## src/hw/rtl/bpfa_ram.sv

```systemverilog
// Generic single-write, single-read RAM with registered read data.
module bpfa_ram #(
   parameter int WIDTH = 32,
   parameter int DEPTH = 128
) (
   input  logic                                   clock,
   input  logic                                   wr_en,
   input  logic [(DEPTH > 1 ? $clog2(DEPTH) : 1)-1:0] wr_addr,
   input  logic [WIDTH-1:0]                       wr_data,
   input  logic                                   rd_en,
   input  logic [(DEPTH > 1 ? $clog2(DEPTH) : 1)-1:0] rd_addr,
   output logic [WIDTH-1:0]                       rd_data
);

   logic [WIDTH-1:0] mem_ff [DEPTH];
   logic [WIDTH-1:0] rd_data_ff;

   always_ff @(posedge clock) begin
      if (wr_en) begin
         mem_ff[wr_addr] <= wr_data;
      end
      if (rd_en) begin
         rd_data_ff <= mem_ff[rd_addr];
      end
   end

   assign rd_data = rd_data_ff;

endmodule
```

## config.mk

```make
export PLATFORM = sky130hd
export DESIGN_NAME = bpfa_ram
export DESIGN_NICKNAME = d
export VERILOG_FILES = /design/src/hw/rtl/bpfa_ram.sv
export SDC_FILE = /design/constraint.sdc
export NUM_CORES = 2
export LEC_CHECK = 0
export BUFFER_PORTS_ARGS = -buffer_cell sky130_fd_sc_hd__buf_2
export CORE_ASPECT_RATIO = 0.5
export CORE_MARGIN = 2
export CORE_UTILIZATION = 57
export CTS_CLUSTER_DIAMETER = 50
export DETAILED_ROUTE_END_ITERATION = 8
export PLACE_DENSITY_LB_ADDON = 0.2
export SLEW_MARGIN = 20
export SYNTH_ARGS = -nofsm -noshare
export SYNTH_HDL_FRONTEND = slang
export SYNTH_SLANG_ARGS = --single-unit
```

## constraint.sdc

```tcl
create_clock -name clock -period 3.18 [get_ports clock]
set_input_delay 0 -clock clock [delete_from_list [all_inputs] [get_ports clock]]
set_output_delay 0 -clock clock [all_outputs]
set_load 0.03 [all_outputs]
```

## Yosys cells after proc, flatten, opt, wreduce, memory -nomap -nowiden

Memories as Yosys holds them, arrays and structs flattened. A register that Yosys moved wholly into a read port is not among the register bits.
Index checks and enable logic that the tools add are counted.

| storage, ports and cells | value |
|---|---|
| register bits | 0 |
| bits in latches | 0 |
| bits in writable memories | 4096 |
| bits in read-only memories | 0 |
| input port bits | 49 |
| output and inout bits | 32 |
| logic and storage cells | 3 |
| memories kept | 1 |

| operators by class | value |
|---|---|
| add/sub/neg operators | 0 |
| multipliers | 0 |
| divide/modulo/power cells | 0 |
| $lt $le $gt $ge | 0 |
| eq/ne operators | 0 |
| shifts and indexed selects | 0 |
| mux-type cells | 2 |
| bitwise operators | 0 |
| reductions and logical operators | 0 |

Memories:

| memory | words | width | rd ports | clocked after Yosys merged registers in | write ports | RTL line | RTL |
|---|---|---|---|---|---|---|---|
| mem_ff | 128 | 32 | 1 | 1 | 1 | 15 | `logic [WIDTH-1:0] mem_ff [DEPTH];` |

Operator list:

| operator | count |
|---|---|
| $mux 1 | 2 |

## Longest topological paths before layout

| depth | value |
|---|---|
| word-level depth | 2 |
| gate-level depth with buffers | 8 |
| depth with buffers taken out | 4 |

## Worst setup path before layout

OpenSTA, ideal clock, no wires.

| timing | value |
|---|---|
| path type | input-to-reg |
| from | input port wr_en |
| to | memory mem_ff[98][0], enable pin |
| setup time | 461 ps |
| data arrival time | 2778 ps |
| data required time | 2719 ps |
| path slack | -59 ps |
| stages | 3 |
| buffers on the path | 1 |
| cell sequence | clkbuf_1 -> nand4_1 -> nor3_1 |

| on the way | value |
|---|---|
| word-level cells in the longest chain between the ends | 2 |

Ends and longest elaborated chain:

| what | RTL line | RTL |
|---|---|---|
| start: declaration | 7 | `input logic wr_en,` |
| $mux 1 | 19 | `if (wr_en) begin` |
| $mux 1 (implied by the code) | 20 | `mem_ff[wr_addr] <= wr_data;` |
| end: declaration | 15 |  |

No other way between the ends.

==> flow_metrics.env <==
export IMPL_dp_cells=9817
export IMPL_drv_cap=0
export IMPL_timing_hold_ws_ns=0.0603
export IMPL_dp_hpwl_um=236000
export IMPL_yosysWarnings=0
export IMPL_stdcell_area_um2=178000
export IMPL_worst_setup_path_end_kind="register"
export IMPL_io_pins=81
export IMPL_ir_worst_vdd_uv=464
export IMPL_grt_max_degree=129
export IMPL_path_cells="mux4_2 > mux4_2 > mux4_2 > mux2_2"
export IMPL_slew_headroom_pct=23.6
export IMPL_finalWirelength_um=417000
export IMPL_drt_initial_drc_count=13075
export IMPL_dr_pass1_iters=6
export IMPL_final_hold_viol_count=0
export IMPL_die_h_um=375
export IMPL_cp_max_fo=4
export IMPL_critPathLaunchType="register"
export IMPL_criticalPathCategory="register to register"
export IMPL_die_w_um=745
export IMPL_die_area_um2=279000
export IMPL_rsz0062_at_grt="false"
export IMPL_tns_ns=0
export IMPL_ys_types=16
export IMPL_routedWlPerCell_um=39.6
export IMPL_cts_root_buf="clkbuf_16"
export IMPL_final_max_slew_viol_count=0
export IMPL_drive_gt1_share_pct=36.4
export IMPL_leakage_nw=54.8
export IMPL_avgViaCountPerCell=6.98
export IMPL_worstPathArrival_ns=3.46
export IMPL_syn_to_final_growth_pct=14.0
export IMPL_fin_nets=6635
export IMPL_cts_made_buffers=348
export IMPL_hp_class="input pin to register"
export IMPL_worst_pin_slew_ns=1.15
export IMPL_synth_cells=5990
export IMPL_grt_antenna_before_repair=58
export IMPL_p_total_mw=109
export IMPL_fin_crit_sh_pct=88.5
export IMPL_clock_path_buffers=4
export IMPL_grt_pass1_wl_um=575000
export IMPL_drtAntennaViolNets=0
export IMPL_clk_latency_ns=0.92
export IMPL_cpPeakStageDelay_ns=0.73
export IMPL_drcViolationCount=0
export IMPL_cp_slowest_cell="mux4_2"
export IMPL_synth_seq_area_share_pct=79.2
export IMPL_fp_coreArea_um2=272000
export IMPL_tritoncts="built"
export IMPL_path_common_cell="mux4_2"
export IMPL_rows=135
export IMPL_netlist_area_um2=157000
export IMPL_crit_required_ns=3.82
export IMPL_gp_congestion=0.849
export IMPL_post_synth_cell_area_avg_um2=26.1
export IMPL_cts_resized=0
export IMPL_period_needed_ns=2.82
export IMPL_finClkSkew_ns=0.0653
export IMPL_start_util_pct=57.6
export IMPL_syn_nets=6039
export IMPL_ys_ff_latch=4128
export IMPL_powerDensity_nw_per_um2=612
export IMPL_cts_num_sinks=4128
export IMPL_fillerInstances=16624
export IMPL_post_dp_cell_area_um2=167000
export IMPL_port_buffers=80
export IMPL_overflow=0
export IMPL_htree_levels=5
export IMPL_grt_pass1_vias=72662
export IMPL_final_cells=10517
export IMPL_status="complete, no violations"
export IMPL_vias=73369
export IMPL_finalSetupViolCount=0
export IMPL_max_freq_mhz=355
export IMPL_cts_setup_buffers=0
export IMPL_grt_usage_pct=29.9
export IMPL_clkTransAtPathRegs_ns=0.06
-- where the power goes --
group	internal, mW	switching, mW	total (mW)	leakage [nW]
Combinational	2.49	3.78	6.27	12.3
Sequential	60.1	0.134	60.2	37.1
Clock	23.4	19.2	42.7	5.41
-- area by class of cell --
class / instances / area [µm²] / area share (%)
Antenna cell: 22 / 55.1 / 0.0308
Timing Repair Buffer: 562 / 6520 / 3.65
Clock inverter: 196 / 1920 / 1.08
Tap cell: 3630 / 4540 / 2.54
Sequential cell: 4128 / 124000 / 69.4
Multi-Input combinational cell: 1546 / 32300 / 18.1
Clock buffer: 433 / 9180 / 5.14
-- worst max-delay path: cells and delay by family (launching register included) --
family,cells,cell delay (ns)
multiplexers,4,2.15
flip-flops,1,0.39
-- flip-flops by register name, summed over array words and instances (netlist names) --
signal	cells
mem_ff	4096
rd_data	32
-- per-stage QoR --
stage | worst slack [ns] | utilization [%]
6_report | 0.364 | 65.6
5_1_grt | 0.373 | 65.6
4_1_cts | 0.410 | 65.6
3_5_place_dp | -0.198 | 61.3
3_3_place_gp | -0.174 | 61.3
2_1_floorplan | -0.0586 | -
-- path summary, 6_finish.rpt --
path | start | to | slack [ns] | cells past startpoint
setup / recovery | mem_ff[69][24] | rd_data[24] | 0.36 | 4
setup reg to reg | mem_ff[69][24] | rd_data[24] | 0.36 | 4
hold reg to reg | mem_ff[108][17] | rd_data[17] | 1.20 | 4
hold / removal | rd_addr[4] | rd_data[18] | 0.06 | 4
-- layout by cell type, fill, tap and decap left out --
cell           synthesis  final
nand2_1               14     11
clkbuf_16              0    355
mux4_2              1344   1344
inv_8                  0      1
nand3_2                0      4
dlygate4sd3_1          0     45
buf_4                  3    293
nor2_1               122      3
diode_2                0     22
clkbuf_1             182     78
mux2_2                32     32
buf_6                  2      2
buf_8                  0      3
nor3_4                 0      4
buf_16                 0      4
bufinv_16              0     35
buf_12                 0    174
nand2b_1               2      2
nand2_2                0      3
nor2b_1                7      7
clkinvlp_4             0     10
buf_2                 79     41
clkinv_2               0     53
clkinv_8               0      6
edfxtp_1            4128   4128
nor3_2                 0      5
inv_16                 0      1
or3_1                  1      1
clkinv_4               0      4
nand4_1                3      3
nor2_4                 0    119
nand3_1               12      8
clkinv_1               0     77
inv_6                  0      9
-- logic make-up (layout without fill, tap and decap cells) --
logic type    Yosys count  count (layout)  synth area share (%)
buf+inv               316            1191                 0.837
flops                4128            4128                  79.2
mux                  1376            1376                  19.6
other cells             0              22                     0
simple gates          170             170                 0.445
-- synth_stat cells --
cell type	instances	share of area [%]
nand2b_1	2	0.0080
mux2_2	32	0.23
nand2_1	14	0.034
nor2_1	122	0.29
or3_1	1	0.0040
buf_4	3	0.014
mux4_2	1344	19
edfxtp_1	4128	79
buf_6	2	0.014
buf_1	50	0.12
nand3_1	12	0.038
buf_2	79	0.25
nor3_1	9	0.029
clkbuf_1	182	0.44
nor2b_1	7	0.028
nand4_1	3	0.012
-- what timing repair did --
action	4_1_cts	5_1_grt
setup endpoints to repair	0	0
hold endpoints to repair	3130	0
hold buffers	45	0
-- metal layers --
layer  share of wire [%]  global-route usage (%)  vias up
met5               0.026                       0        -
met4                 3.5                    8.83       16
met3                  13                    7.07      743
met2                  47                    45.7     5234
met1                  37                    44.2    39757
li1                    -                       -    27619
Note: power is estimated with default switching activity, not from simulation.
